**config.mk**
```make
export PLATFORM = sky130hd
export DESIGN_NAME = adaptive_up_down_staircase_flat
export DESIGN_NICKNAME = d
export VERILOG_FILES = /design/src/rtl/core/stc_pkg.sv /design/src/rtl/core/stc_if.sv /design/src/rtl/core/stc_cfg_regs.sv /design/src/rtl/core/stc_update.sv /design/src/rtl/core/adaptive_up_down_staircase.sv /design/src/flat_wrapper.sv
export SDC_FILE = /design/constraint.sdc
export NUM_CORES = 1
export LEC_CHECK = 0
export BUFFER_PORTS_ARGS = -buffer_cell sky130_fd_sc_hd__clkbuf_2
export CAP_MARGIN = 5
export CORE_AREA = 2 2 196 198
export CTS_CLUSTER_DIAMETER = 50
export DETAILED_ROUTE_END_ITERATION = 6
export DIE_AREA = 0 0 198 200
export SYNTH_ARGS = -nofsm -noshare
export SYNTH_HDL_FRONTEND = slang
export SYNTH_SLANG_ARGS = --single-unit
```
**constraint.sdc**
```tcl
create_clock -name clk -period 22 [get_ports clk]
set_input_delay 2.2 -clock clk [delete_from_list [all_inputs] [get_ports clk]]
set_output_delay 2.2 -clock clk [all_outputs]
set_load 0.05 [all_outputs]
```
**src/rtl/core/stc_pkg.sv**
```systemverilog
package stc_pkg;

	// Level datapath width (levels and steps are unsigned, no implied fraction)
	localparam int LevelBits = 16;

	// Clamped moves in a row that count as a reversal
	localparam logic [3:0] MaxLimitHits = 4'd2;

	// Trial count at which a measurement is complete
	localparam logic [7:0] MaxTrials = 8'd150;

	typedef logic [LevelBits-1:0] level_t;

	// Last move direction
	typedef enum logic [1:0] {
		DIR_NONE = 2'd0,
		DIR_UP   = 2'd1,
		DIR_DOWN = 2'd2
	} dir_t;

	// Configuration register indexes
	typedef enum logic [2:0] {
		REG_MIN_LEVEL     = 3'd0,
		REG_MAX_LEVEL     = 3'd1,
		REG_MIN_STEP      = 3'd2,
		REG_INIT_LEVEL    = 3'd3,
		REG_INIT_STEP     = 3'd4,
		REG_NUM_UP        = 3'd5,
		REG_NUM_DOWN      = 3'd6,
		REG_MAX_REVERSALS = 3'd7
	} reg_idx_t;

	// Input function codes
	localparam logic FUNC_RESPONSE = 1'b0;
	localparam logic FUNC_START    = 1'b1;

	// Configuration register set
	typedef struct packed {
		level_t     min_level;
		level_t     max_level;
		level_t     min_step;
		level_t     init_level;
		level_t     init_step;
		logic [3:0] num_up;
		logic [3:0] num_down;
		logic [7:0] max_reversals;
	} cfg_t;

	// One result transaction
	typedef struct packed {
		level_t     level;
		logic [7:0] reversals;
		logic [7:0] trials;
		logic       complete;
	} result_t;

	// Four-bit saturating increment
	function automatic logic [3:0] sat_inc4(input logic [3:0] v);
		sat_inc4 = (v == 4'hF) ? v : v + 4'd1;
	endfunction

endpackage

```
**src/rtl/core/stc_if.sv**
```systemverilog
// Response/start channel
interface stc_in_if;
	logic valid;
	logic ready;
	logic func;
	logic correct;

	modport source (output valid, output func, output correct, input ready);
	modport sink   (input valid, input func, input correct, output ready);
endinterface

// Result channel
interface stc_out_if;
	logic                valid;
	logic                ready;
	stc_pkg::level_t     level;
	logic [7:0]          reversals;
	logic [7:0]          trials;
	logic                complete;

	modport source (output valid, output level, output reversals, output trials,
		output complete, input ready);
	modport sink   (input valid, input level, input reversals, input trials,
		input complete, output ready);
endinterface

```
**src/rtl/core/stc_cfg_regs.sv**
```systemverilog
module stc_cfg_regs (
	input  logic                clk,
	input  logic                arst_n,
	input  logic                cfg_wr_en,
	input  logic [2:0]          cfg_index,
	input  stc_pkg::level_t     cfg_data,
	output stc_pkg::cfg_t       cfg
);

	stc_pkg::cfg_t cfg_q;

	// Register file, written one register per transaction
	always_ff @(posedge clk or negedge arst_n) begin
		if (!arst_n) begin
			cfg_q.min_level     <= 16'd0;
			cfg_q.max_level     <= 16'hFFFF;
			cfg_q.min_step      <= 16'd256;
			cfg_q.init_level    <= 16'hFFFF;
			cfg_q.init_step     <= 16'd1024;
			cfg_q.num_up        <= 4'd1;
			cfg_q.num_down      <= 4'd2;
			cfg_q.max_reversals <= 8'd50;
		end else if (cfg_wr_en) begin
			case (stc_pkg::reg_idx_t'(cfg_index))
				stc_pkg::REG_MIN_LEVEL:     cfg_q.min_level     <= cfg_data;
				stc_pkg::REG_MAX_LEVEL:     cfg_q.max_level     <= cfg_data;
				stc_pkg::REG_MIN_STEP:      cfg_q.min_step      <= cfg_data;
				stc_pkg::REG_INIT_LEVEL:    cfg_q.init_level    <= cfg_data;
				stc_pkg::REG_INIT_STEP:     cfg_q.init_step     <= cfg_data;
				stc_pkg::REG_NUM_UP:        cfg_q.num_up        <= cfg_data[3:0];
				stc_pkg::REG_NUM_DOWN:      cfg_q.num_down      <= cfg_data[3:0];
				stc_pkg::REG_MAX_REVERSALS: cfg_q.max_reversals <= cfg_data[7:0];
				default: ;
			endcase
		end
	end

	assign cfg = cfg_q;

endmodule

```
**src/rtl/core/stc_update.sv**
```systemverilog
module stc_update (
	input  logic                clk,
	input  logic                arst_n,
	input  stc_pkg::cfg_t       cfg,
	input  logic                take,
	input  logic                func,
	input  logic                correct,
	output stc_pkg::result_t    res
);

	localparam int LB = stc_pkg::LevelBits;

	// Tracking state
	stc_pkg::level_t level_q, step_q;
	logic [3:0]      up_run_q, down_run_q, hits_q;
	stc_pkg::dir_t   dir_q;
	logic [7:0]      rev_q, trials_q;

	// Next state
	stc_pkg::level_t level_d, step_d, start_level, halved, step_eff;
	logic [3:0]      up_run_d, down_run_d, hits_d, up_inc, down_inc, hits_inc;
	stc_pkg::dir_t   dir_d;
	logic [7:0]      rev_d, trials_d;
	logic            mv_up, mv_down, dir_rev, limit_rev, clamped;
	logic [LB:0]     up_sum;
	stc_pkg::level_t dn_diff, up_level, dn_level;
	logic            up_clamp, dn_clamp;
	logic [8:0]      rev_sum;

	// Start level clamp: minimum tested first
	always_comb begin
		if (cfg.init_level < cfg.min_level)
			start_level = cfg.min_level;
		else if (cfg.init_level > cfg.max_level)
			start_level = cfg.max_level;
		else
			start_level = cfg.init_level;
	end

	// Run counters and move decision
	assign up_inc   = stc_pkg::sat_inc4(up_run_q);
	assign down_inc = stc_pkg::sat_inc4(down_run_q);
	assign mv_up    = !correct && (up_inc == cfg.num_up);
	assign mv_down  = correct && (down_inc == cfg.num_down);

	// Reversal on direction change halves the step, floored at min_step
	assign dir_rev  = (mv_up && dir_q == stc_pkg::DIR_DOWN) ||
		(mv_down && dir_q == stc_pkg::DIR_UP);
	assign halved   = step_q >> 1;
	assign step_eff = !dir_rev ? step_q :
		((halved < cfg.min_step) ? cfg.min_step : halved);

	// Candidate levels with clamping
	assign up_sum   = {1'b0, level_q} + {1'b0, step_eff};
	assign up_clamp = up_sum[LB] || (up_sum[LB-1:0] > cfg.max_level);
	assign up_level = up_clamp ? cfg.max_level : up_sum[LB-1:0];
	assign dn_diff  = level_q - step_eff;
	assign dn_clamp = (step_eff > level_q) || (dn_diff < cfg.min_level);
	assign dn_level = dn_clamp ? cfg.min_level : dn_diff;
	assign clamped  = mv_up ? up_clamp : dn_clamp;

	// Limit-hit counter
	assign hits_inc  = stc_pkg::sat_inc4(hits_q);
	assign limit_rev = (mv_up || mv_down) && clamped && (hits_inc >= stc_pkg::MaxLimitHits);

	// Reversal total, saturating; up to two reversals per response
	assign rev_sum = {1'b0, rev_q} + {7'd0, dir_rev} + {7'd0, limit_rev};

	always_comb begin
		level_d    = level_q;
		step_d     = step_q;
		up_run_d   = up_run_q;
		down_run_d = down_run_q;
		hits_d     = hits_q;
		dir_d      = dir_q;
		rev_d      = rev_q;
		trials_d   = trials_q;
		if (func == stc_pkg::FUNC_START) begin
			level_d    = start_level;
			step_d     = cfg.init_step;
			up_run_d   = 4'd0;
			down_run_d = 4'd0;
			hits_d     = 4'd0;
			dir_d      = stc_pkg::DIR_NONE;
			rev_d      = 8'd0;
			trials_d   = 8'd0;
		end else begin
			trials_d = (trials_q == 8'hFF) ? trials_q : trials_q + 8'd1;
			rev_d    = rev_sum[8] ? 8'hFF : rev_sum[7:0];
			if (!correct) begin
				up_run_d   = mv_up ? 4'd0 : up_inc;
				down_run_d = 4'd0;
			end else begin
				down_run_d = mv_down ? 4'd0 : down_inc;
				up_run_d   = 4'd0;
			end
			if (mv_up || mv_down) begin
				step_d  = step_eff;
				level_d = mv_up ? up_level : dn_level;
				dir_d   = mv_up ? stc_pkg::DIR_UP : stc_pkg::DIR_DOWN;
				if (!clamped)
					hits_d = 4'd0;
				else if (limit_rev)
					hits_d = 4'd0;
				else
					hits_d = hits_inc;
			end
		end
	end

	// State update on each accepted transaction; reset is a start with reset registers
	always_ff @(posedge clk or negedge arst_n) begin
		if (!arst_n) begin
			level_q    <= 16'hFFFF;
			step_q     <= 16'd1024;
			up_run_q   <= 4'd0;
			down_run_q <= 4'd0;
			hits_q     <= 4'd0;
			dir_q      <= stc_pkg::DIR_NONE;
			rev_q      <= 8'd0;
			trials_q   <= 8'd0;
		end else if (take) begin
			level_q    <= level_d;
			step_q     <= step_d;
			up_run_q   <= up_run_d;
			down_run_q <= down_run_d;
			hits_q     <= hits_d;
			dir_q      <= dir_d;
			rev_q      <= rev_d;
			trials_q   <= trials_d;
		end
	end

	// Result view of the post-update state
	assign res.level     = level_d;
	assign res.reversals = rev_d;
	assign res.trials    = trials_d;
	assign res.complete  = (rev_d >= cfg.max_reversals) || (trials_d >= stc_pkg::MaxTrials);

endmodule

```
**src/rtl/core/adaptive_up_down_staircase.sv**
```systemverilog
// Adaptive N-up/M-down staircase.
// in_ch carries one transaction per trial: func selects a start (reload the
// starting level and step, clear all counts) or a response, with correct
// giving the answer. res_ch returns exactly one result per input
// transaction: the level to present next, reversal and trial counts and the
// complete flag. Registers are written through cfg_wr_en / cfg_index /
// cfg_data and take effect at the next start or move; write them only while
// no transaction is in flight.
// Latency: the result is valid the cycle after the input is accepted.
// Throughput: one transaction per cycle unless stalled; the update is one
// pass of adds, compares and a one-bit shift between state and result registers.
// Reset: registers take their default values and the tracking state is that
// of a start with those defaults; no result is pending.
// Stall: the result register holds while res_ch.ready is low, and
// in_ch.ready drops only while a held result is not being taken.
module adaptive_up_down_staircase (
	input  logic             clk,
	input  logic             arst_n,
	stc_in_if.sink           in_ch,
	stc_out_if.source        res_ch,
	input  logic             cfg_wr_en,
	input  logic [2:0]       cfg_index,
	input  stc_pkg::level_t  cfg_data
);

	stc_pkg::cfg_t    cfg;
	stc_pkg::result_t res_next;
	stc_pkg::result_t res_q;
	logic             res_valid_q;
	logic             take;

	stc_cfg_regs u_cfg (
		.clk       (clk),
		.arst_n    (arst_n),
		.cfg_wr_en (cfg_wr_en),
		.cfg_index (cfg_index),
		.cfg_data  (cfg_data),
		.cfg       (cfg)
	);

	// Input handshake: free when the result register is empty or draining
	assign in_ch.ready = !res_valid_q || res_ch.ready;
	assign take        = in_ch.valid && in_ch.ready;

	stc_update u_upd (
		.clk     (clk),
		.arst_n  (arst_n),
		.cfg     (cfg),
		.take    (take),
		.func    (in_ch.func),
		.correct (in_ch.correct),
		.res     (res_next)
	);

	// Result register
	always_ff @(posedge clk or negedge arst_n) begin
		if (!arst_n)
			res_valid_q <= 1'b0;
		else if (take)
			res_valid_q <= 1'b1;
		else if (res_ch.ready)
			res_valid_q <= 1'b0;
	end

	always_ff @(posedge clk) begin
		if (take)
			res_q <= res_next;
	end

	assign res_ch.valid     = res_valid_q;
	assign res_ch.level     = res_q.level;
	assign res_ch.reversals = res_q.reversals;
	assign res_ch.trials    = res_q.trials;
	assign res_ch.complete  = res_q.complete;

	// A start transaction yields a result with cleared counts
	a_start_clears: assert property (@(posedge clk) disable iff (!arst_n)
		take && in_ch.func == stc_pkg::FUNC_START |=>
		res_ch.valid && res_ch.trials == 8'd0 && res_ch.reversals == 8'd0)
		else $error("start did not clear counts");

	// A held, stalled result blocks new input
	a_stall_blocks: assert property (@(posedge clk) disable iff (!arst_n)
		res_ch.valid && !res_ch.ready |-> !in_ch.ready)
		else $error("input accepted over a stalled result");

	// Complete flag agrees with the counts it summarizes
	a_complete: assert property (@(posedge clk) disable iff (!arst_n)
		res_ch.valid |-> res_ch.complete ==
		((res_ch.reversals >= cfg.max_reversals) || (res_ch.trials >= stc_pkg::MaxTrials)))
		else $error("complete flag inconsistent");

endmodule
```
**src/flat_wrapper.sv**
```systemverilog
// flat-port wrapper written by rule: the top's interface ports become plain ports
module adaptive_up_down_staircase_flat 
  (clk, arst_n, cfg_wr_en, cfg_index, cfg_data, in_ch_valid, in_ch_func, in_ch_correct, in_ch_ready, res_ch_valid, res_ch_level, res_ch_reversals, res_ch_trials, res_ch_complete, res_ch_ready);
  stc_in_if in_ch_i ();
  stc_out_if res_ch_i ();
  input  logic clk;
  input  logic arst_n;
  input  logic cfg_wr_en;
  input  logic [2:0] cfg_index;
  input  stc_pkg::level_t cfg_data;
  input wire logic [$bits(in_ch_i.valid)-1:0] in_ch_valid;
  input wire logic [$bits(in_ch_i.func)-1:0] in_ch_func;
  input wire logic [$bits(in_ch_i.correct)-1:0] in_ch_correct;
  output wire logic [$bits(in_ch_i.ready)-1:0] in_ch_ready;
  output wire logic [$bits(res_ch_i.valid)-1:0] res_ch_valid;
  output wire logic [$bits(res_ch_i.level)-1:0] res_ch_level;
  output wire logic [$bits(res_ch_i.reversals)-1:0] res_ch_reversals;
  output wire logic [$bits(res_ch_i.trials)-1:0] res_ch_trials;
  output wire logic [$bits(res_ch_i.complete)-1:0] res_ch_complete;
  input wire logic [$bits(res_ch_i.ready)-1:0] res_ch_ready;
  assign in_ch_i.valid = in_ch_valid;
  assign in_ch_i.func = in_ch_func;
  assign in_ch_i.correct = in_ch_correct;
  assign in_ch_ready = in_ch_i.ready;
  assign res_ch_valid = res_ch_i.valid;
  assign res_ch_level = res_ch_i.level;
  assign res_ch_reversals = res_ch_i.reversals;
  assign res_ch_trials = res_ch_i.trials;
  assign res_ch_complete = res_ch_i.complete;
  assign res_ch_i.ready = res_ch_ready;
  adaptive_up_down_staircase u_core (.clk(clk), .arst_n(arst_n), .in_ch(in_ch_i), .res_ch(res_ch_i), .cfg_wr_en(cfg_wr_en), .cfg_index(cfg_index), .cfg_data(cfg_data));
endmodule
```
==> results of run 1 <==
[cells by family (layout without fill, tap and decap cells)]
group,count (synthesis),count (layout)
simple gates,393,393
compound gates,388,388
flops,192,192
buf+inv,160,205
fa+ha+maj,131,131
mux,92,92
xor+xnor,43,43
[registers in the layout (all words and copies together), names as in the netlist, 4 cells and up]
| signal | cells |
|---|---|
| u_core.u_upd.up_run_q | 4 |
| u_core.u_upd.level_q | 16 |
| u_core.u_upd.rev_q | 8 |
| u_core.u_upd.down_run_q | 4 |
| u_core.u_cfg.cfg | 96 |
| u_core.u_upd.hits_q | 4 |
| u_core.u_upd.trials_q | 8 |
| u_core.res_ch.trials | 8 |
| u_core.res_ch.reversals | 8 |
| u_core.u_upd.step_q | 16 |
| u_core.res_ch.level | 16 |
[worst register-to-register path, delay by kind of cell, from the launching register on]
family | cells | cell delay [ns]
AO/OA/AOI/OAI | 18 | 4.72
XOR/XNOR | 1 | 0.16
adder cells (fa/ha/maj) | 7 | 2.13
buffers and inverters | 2 | 0.46
flip-flops | 1 | 0.47
AND/OR/NAND/NOR | 12 | 2.45
[power by group through the flow]
stage	clock network (mW)	logic (mW)	registers, mW
final	0.302	1.08	0.521
after detailed placement	0	1.06	0.526
after global placement	0	1.06	0.524
after global routing	0.322	1.19	0.531
after floorplan	0	0.775	0.530
after CTS	0.309	1.07	0.520
[final timing paths]
path / slack [ns] / startpoint / to
max in group asynchronous: 18.74 / arst_n / u_core.u_cfg.cfg[94]$_DFFE_PN0P_
worst min register to register: 0.51 / u_core.u_cfg.cfg[3]$_DFFE_PN0P_ / u_core.u_cfg.cfg[3]$_DFFE_PN0P_
worst min-delay path: 0.51 / u_core.u_cfg.cfg[3]$_DFFE_PN0P_ / u_core.u_cfg.cfg[3]$_DFFE_PN0P_
worst max register to register: 11.33 / u_core.u_upd.down_run_q[0]$_DFFE_PN0P_ / u_core.res_ch.complete$_DFFE_PP_
min in group asynchronous: 1.80 / arst_n / u_core.u_upd.down_run_q[1]$_DFFE_PN0P_
worst max-delay path: 10.77 / in_ch_correct / u_core.res_ch.complete$_DFFE_PP_
[cell type report]
| type | instances | share of cell area (%) |
|---|---|---|
| clock buffers | 18 | 3.053 |
| repair buffers | 77 | 3.018 |
| multi-input cells | 1047 | 51.17 |
| flip-flops and latches | 192 | 35.03 |
| clock inverters | 14 | 0.7480 |
| inverters | 96 | 2.531 |
| well taps | 511 | 4.444 |
[placed cells by master (no fill, tap or decap), types with 7 or more instances in the layout]
cell and instances:
o21ai_1 8, nand2b_1 17, clkbuf_2 59, xnor2_1 24, nand4_1 14, o21a_1 8
xor2_1 19, nor2_1 118, a211o_1 7, o211ai_1 33, a31oi_1 15, a21o_1 26
inv_1 93, ha_1 128, nor3_1 14, nand3_1 25, a221o_1 9, mux2_2 55
nand2_1 149, nor2b_1 10, mux2i_1 37, dfrtp_1 103, clkbuf_16 17, clkinv_2 7
buf_4 17, o21ai_0 91, o22ai_1 17, and3_1 9, edfxtp_1 33, a211oi_1 12
a21oi_1 101, dfstp_2 56
[per-layer routing]
layer  vias to the layer above  global-route usage (%)  routed length (um)
li1                       5099                       -                   -
met1                      5101                   28.77               18750
met2                       280                   30.52               16870
met3                        41                   3.007                1910
met4                         0                   5.904                 775
met5                         -                       0                   0
[stage by stage]
stage	worst slack [ns]	instances
after floorplan	12.03	1399
after global placement	10.84	1923
after detailed placement	10.50	1923
after CTS	10.94	1955
after global routing	10.15	1955
final	10.77	1955
==> impl_results.md, run 1 <==
* CP bufs+invs at 3
* Syn Inst Count at 1,399
* Synth cell count leaders: nand2_1 (149), ha_1 (128), nor2_1 (118)
* Crit path required time at ~22 ns
* Cell mode on critical path: a21o_1
* Combinational power share at 56.9%
* Worst R2R Path Depth at 40
* Netlist cell types at between 70 and 80
* First-pass GRT wire length at around 60 mm
* Post-synthesis mux area share at 7.609%
* Clock power share at between 10% and 20%
* Final TNS setup at 0 ns
* Rows at 71
* Post-synthesis adder-cell area fraction at 12.78%
* Number of synthesized flops with an enable pin at 33
* Fin Hold WS at around 0.51 ns
* I/O pin total at 61
* Area delta synth->final at 10.61%
* Vias in the first global route at 10,299
* H-Tree Depth at 4
* Fraction of layout cells with a size suffix above 1 at 16.55%
* Share of power burned in registers at 27.3%
* Post-DR wirelength/cell at about 20 um
* WP depth at 39
* Pin count of the biggest net entering global routing at 88
* Vias per cell at 5.382
* Post-cts resize count at 0
* Final GP Congestion at about 0.94
* Leak at around 6.4 nW
* Cell Pwr Density at 132.6 nW/um^2
* Crit start category: primary input
* Initial cell density of the core at 34.78%
* Slew HR at 25.72%
* GR Overflow Total at 0
* Post-Syn Area at approximately 13,000 um^2
* Core Footprint at 37,400 um^2
* Post-synthesis xor/xnor area fraction at 2.896%
* Tmin final at about 11 ns
* Final hold violation count at 0
* Most numerous cell in the Yosys netlist: nand2_1
* Clock Latency Late Sink at 0.45 ns
* Largest family of logic cells by synthesized area: compound AO/OA/AOI/OAI gates
* Worst-margin pin slew at approximately 1.1 ns
* Vias at 10,521
* Total clock sinks at 192
* Crit Path Class: primary input to flop
* Mapped Nets at 1,556
* RSZ-0062 raised after global routing: false
* Most area-consuming cells after synthesis: dfrtp_1 (20%), ha_1 (12%), dfstp_2 (11%)
* Seq/Total Area, Yosys at 38.75%
* Skew final at between 0.015 and 0.02 ns
* Post-synth ARST share at 82.81%
* # DRC at 0
* Hpwl dp at 28.20 mm
* Crit-path max FO at 33
* Hold-fix buffers, CTS at 0
* GR Util All Layers at between 10% and 20%
* Max-cap violations at 0
* Switching part of the total at 46.84%
* Syn avg cell area at 9.297 um^2
* Max-slew violations at 0
* Nets at 1,588
* P_int at 1.014 mW
* Fmax achieved at 89.07 MHz
* Outcome: finished clean
* Cell depth of the worst hold path at 1
* Setup Fix Bufs, Post-CTS at 0
* Die height at 200 um
* Post-synthesis simple-gate area fraction at 13.92%
* Worst-path clk slew at 0.07 ns
* N_diodes at 0
* Multi-input gate area at 7362 um^2
* Placed cell area at approximately 14,000 um^2
* WL final at approximately 38 mm
* Initial DRC count at 840
* Register Area at 5040 um^2
* Post-synth top area cell: dfrtp_1
* Die Width at 198 um
* Ys Warns at 0
* CTS buffer count at 17
* IO Port Bufs at 60
* Synth top area share at 19.82%
* TritonCTS clock tree: done
* Top Family by Delay on Critical Path: compound AO/OA/AOI/OAI gates
* Final Core Density at 38.47%
* Die footprint at 39,600 um^2
* Maximum clock path buffer count at 2
* Routed Antenna Nets at 0
* Final setup viols at 0
* Pwr Total at 1.908 mW
* Critical-path top delay cell: nand4_1
* CP arrival at 11.42 ns
* Clock root buffer: clkbuf_16
* Fillers at 3,707
* Router iterations before antenna repair at 6
* Most used DFF post-synth: dfrtp_1
* Compound-cell area share of the yosys netlist at a little under a fifth
* Switch Pwr at 0.8936 mW
* HP Class: flop to flop
* Crit path largest cell delay at between 0.5 and 0.6 ns
* Design area at 14,390 um^2
* VDD IR max at 0.06432 mV
* Initial antenna violation count at 0
* Flops & latches, synth at 192
* Fin crit share at just over 50%
* CP Capture Type: flop
No activity file was read; power rests on OpenSTA's default activity.
==> run 2, diff against run 1 <==
Settings changed: ABC_AREA from default to 1, CORE_AREA 2 2 196 198 to 2 2 204 206, DIE_AREA 0 0 198 200 to 0 0 206 208.
Clock period 22 ns to 11.55 ns, I/O delays scaled along.
==> impl_results.md, run 2 <==
* Outcome: finished clean
* Max reg flops at 96 (unchanged)
* Die Width at 206 um (+4.0%)
* WL final at 41.83 mm (+9.2%)
* Initial antenna violation count at 0 (unchanged)
* P_int at 1.924 mW (+90%)
* Pin count of the biggest net entering global routing at 103 (+17%)
* Clock power share at 15.2% (-0.6 points)
* Vias at 12,727 (+21%)
* Crit Path Class: flop to flop
* Area delta synth->final at 9.226%
* Non-Filler Instances at 2,537 (+30%)
* Most used DFF post-synth: dfrtp_1
* Router iterations before antenna repair at 7 (+1)
* Fin crit share at 77.23%
* Post-synth ARST share at 82.81% (unchanged)
* HP Class: flop to flop
* Critical-path top delay cell: nand2_4
* GR Overflow Total at 0 (unchanged)
* Post-cts resize count at 0 (unchanged)
* TritonCTS clock tree: done
* CP Capture Type: flop
* GR Util All Layers at 20.14% (+0.31 points)
* Final hold violation count at 0 (unchanged)
* Fmax achieved at around 110 MHz
* Vias per cell at 5.017 (-6.8%)
* Compound-cell area share of the yosys netlist at 9.600% (-9.5 points)
* Number of synthesized flops with an enable pin at 33 (unchanged)
* Tmin final at 8.920 ns
* Most area-consuming cells after synthesis: dfrtp_1 (18%), nand2_1 (16%), ha_1 (11%)
* Syn avg cell area at 7.108 um^2 (-24%)
* Share of power burned in registers at 25.2% (-2.1 points)
* Synth top area share at 18.38% (-1.4 points)
* Total clock sinks at 192 (unchanged)
* Switching part of the total at 51.36% (+4.5 points)
* Post-synthesis xor/xnor area fraction at 1.499% (-1.4 points)
* Skew final at 0.01647 ns (-0.0001588 ns)
* Seq/Total Area, Yosys at 35.94% (-2.8 points)
* Crit path required time at 11.76 ns (-10.44 ns)
* Setup Fix Bufs, Post-CTS at 0 (unchanged)
* Synth cell count leaders: nand2_1 (597), inv_1 (298), nand3_1 (226)
* Post-synthesis adder-cell area fraction at 11.85% (-0.93 points)
* Hold-fix buffers, CTS at 0 (unchanged)
* Cell mode on critical path: nand2_1
* Crit-path max FO at 17 (-48%)
* Post-DR wirelength/cell at 16.49 um (-16%)
* Hpwl dp at 32.00 mm (+13%)
* Ys Warns at 0 (unchanged)
* CTS buffer count at 17 (unchanged)
* Initial cell density of the core at 34.58% (-0.20 points)
* Final TNS setup at 0 ns (unchanged)
* Crit path largest cell delay at 0.43 ns (-0.12 ns)
* Slew HR at 25.93% (+0.21 points)
* Die footprint at 42,850 um^2 (+8.2%)
* Core Footprint at 40,550 um^2 (+8.4%)
* Nets at 2,149 (+35%)
* Worst-path clk slew at 0.08 ns (about the same)
* Clock root buffer: clkbuf_16
* Switch Pwr at 2.032 mW (+130%)
* # DRC at 0 (unchanged)
* Most numerous cell in the Yosys netlist: nand2_1
* Final GP Congestion at 0.9576 (+2.4%)
* Placed cell count at 2,505 (+30%)
* Die height at 208 um (+4.0%)
* Fraction of layout cells with a size suffix above 1 at 9.377% (-7.2 points)
* H-Tree Depth at 4 (unchanged)
* Post-Syn Area at 14,020 um^2 (+7.8%)
* VDD IR max at 0.1331 mV (+110%)
* Leak at 8.047 nW (+26%)
* Max-cap violations at 0 (unchanged)
* Post-synthesis simple-gate area fraction at 30.72% (+17 points)
* Post-synthesis mux area share at 0% (-7.6 points)
* Fin Hold WS at 0.4889 ns (-0.02041 ns)
* RSZ-0062 raised after global routing: false
* Max-slew violations at 0 (unchanged)
* Pwr Total at 3.956 mW (+110%)
* Maximum clock path buffer count at 2 (unchanged)
* Netlist cell types at 45 (-42%)
* Largest family of logic cells by synthesized area: simple AND/OR/NAND/NOR gates
* Flops & latches, synth at 192 (unchanged)
* Cell Pwr Density at 258.3 nW/um^2 (+95%)
* Routed Antenna Nets at 0 (unchanged)
* Crit start category: flop
* First-pass GRT wire length at 66.77 mm (+12%)
* Mapped Nets at 2,130 (+37%)
* Most frequent cells in the layout: nand2_1 (597), inv_1 (296), nand3_1 (226)
* Post-synth top area cell: dfrtp_1
* Syn Inst Count at 1,973 (+41%)
* Initial DRC count at 1,116 (+33%)
* Vias in the first global route at 11,998 (+16%)
* Worst-margin pin slew at 1.108 ns (-0.001687 ns)
* Commonest non-fill, non-tap cell in the layout: nand2_1
* Clock Latency Late Sink at 0.47 ns (+0.02 ns)
* IO Port Bufs at 60 (unchanged)
* Combinational power share at 59.6% (+2.7 points)
* Final setup viols at 0 (unchanged)
* Rows at 74 (+4.2%)
* CP arrival at 9.13 ns (-2.29 ns)
* N_diodes at 0 (unchanged)
* I/O pin total at 61 (unchanged)
[run 2: cell count changes in the layout (fill, tap and decap cells not counted), sizes merged, moves of 13 or more]
cell / delta
nand2b: -17
a21oi: -32
nand3: +215
a21o: -25
a31oi: -13
o211ai: -33
mux2: -55
nand2: +457
o21ai: +57
mux2i: -37
inv: +206
xnor2: -15
[run 2: cell type report]
type	count	area (um^2)
multi-input cells	1413	7526
clock inverters	14	147.6
fillers	4311	25240
clock buffers	18	439.2
flip-flops and latches	192	5040
inverters	299	1125
well taps	532	665.6
repair buffers	69	374.1
[run 2: layer usage]
metal | vias up | share of wire (%) | track usage (%)
li1 | 6366 | - | -
met3 | 47 | 7.2 | 4.778
met5 | - | 0 | 0
met2 | 377 | 43 | 29.65
met1 | 5937 | 48 | 29.29
met4 | 0 | 2.0 | 5.493
[run 2: worst max-delay path, delay by kind of cell, from the launching register on]
kind / cells / cell delay [ns]
flops: 1 / 0.40
simple gates: 28 / 4.30
buf+inv: 8 / 0.78
xor+xnor: 1 / 0.16
compound gates: 11 / 1.43
fa+ha+maj: 6 / 1.59
[run 2: kinds of logic after synthesis]
kind of cell,after synthesis
AO/OA/AOI/OAI,253
adder cells (fa/ha/maj),131
AND/OR/NAND/NOR,1005
flip-flops,192
buffers and inverters,368
XOR/XNOR,24
[run 2: path summary, 6_finish.rpt]
check	slack (ns)	cells past startpoint	end	start
max	2.63	54	u_core.res_ch.complete$_DFFE_PP_	u_core.u_upd.down_run_q[0]$_DFFE_PN0P_
min	0.49	2	u_core.u_cfg.cfg[86]$_DFFE_PN0P_	u_core.u_cfg.cfg[86]$_DFFE_PN0P_
max reg2reg	2.63	54	u_core.res_ch.complete$_DFFE_PP_	u_core.u_upd.down_run_q[0]$_DFFE_PN0P_
min reg2reg	0.49	2	u_core.u_cfg.cfg[86]$_DFFE_PN0P_	u_core.u_cfg.cfg[86]$_DFFE_PN0P_
max in group asynchronous	9.45	2	u_core.u_upd.trials_q[1]$_DFFE_PN0P_	arst_n
min in group asynchronous	0.80	1	u_core.u_cfg.cfg[49]$_DFFE_PN0P_	arst_n
[run 2: stage by stage]
step,area [um^2],utilization [%],setup WS [ns]
finish,15320,37.77,2.630
global route,15320,37.77,1.660
CTS,15320,37.77,2.703
detailed placement,14730,36.32,2.598
global placement,14730,36.32,2.713
floorplan,14020,-,4.675
[run 2: power by group through the flow]
stage | Sequential (mW) | Clock [mW] | Combinational (mW)
floorplan | 1.02 | 0 | 1.69
global placement | 1.00 | 0 | 2.30
detailed placement | 1.01 | 0 | 2.31
CTS | 0.994 | 0.623 | 2.33
global route | 1.02 | 0.645 | 2.68
finish | 0.997 | 0.601 | 2.36
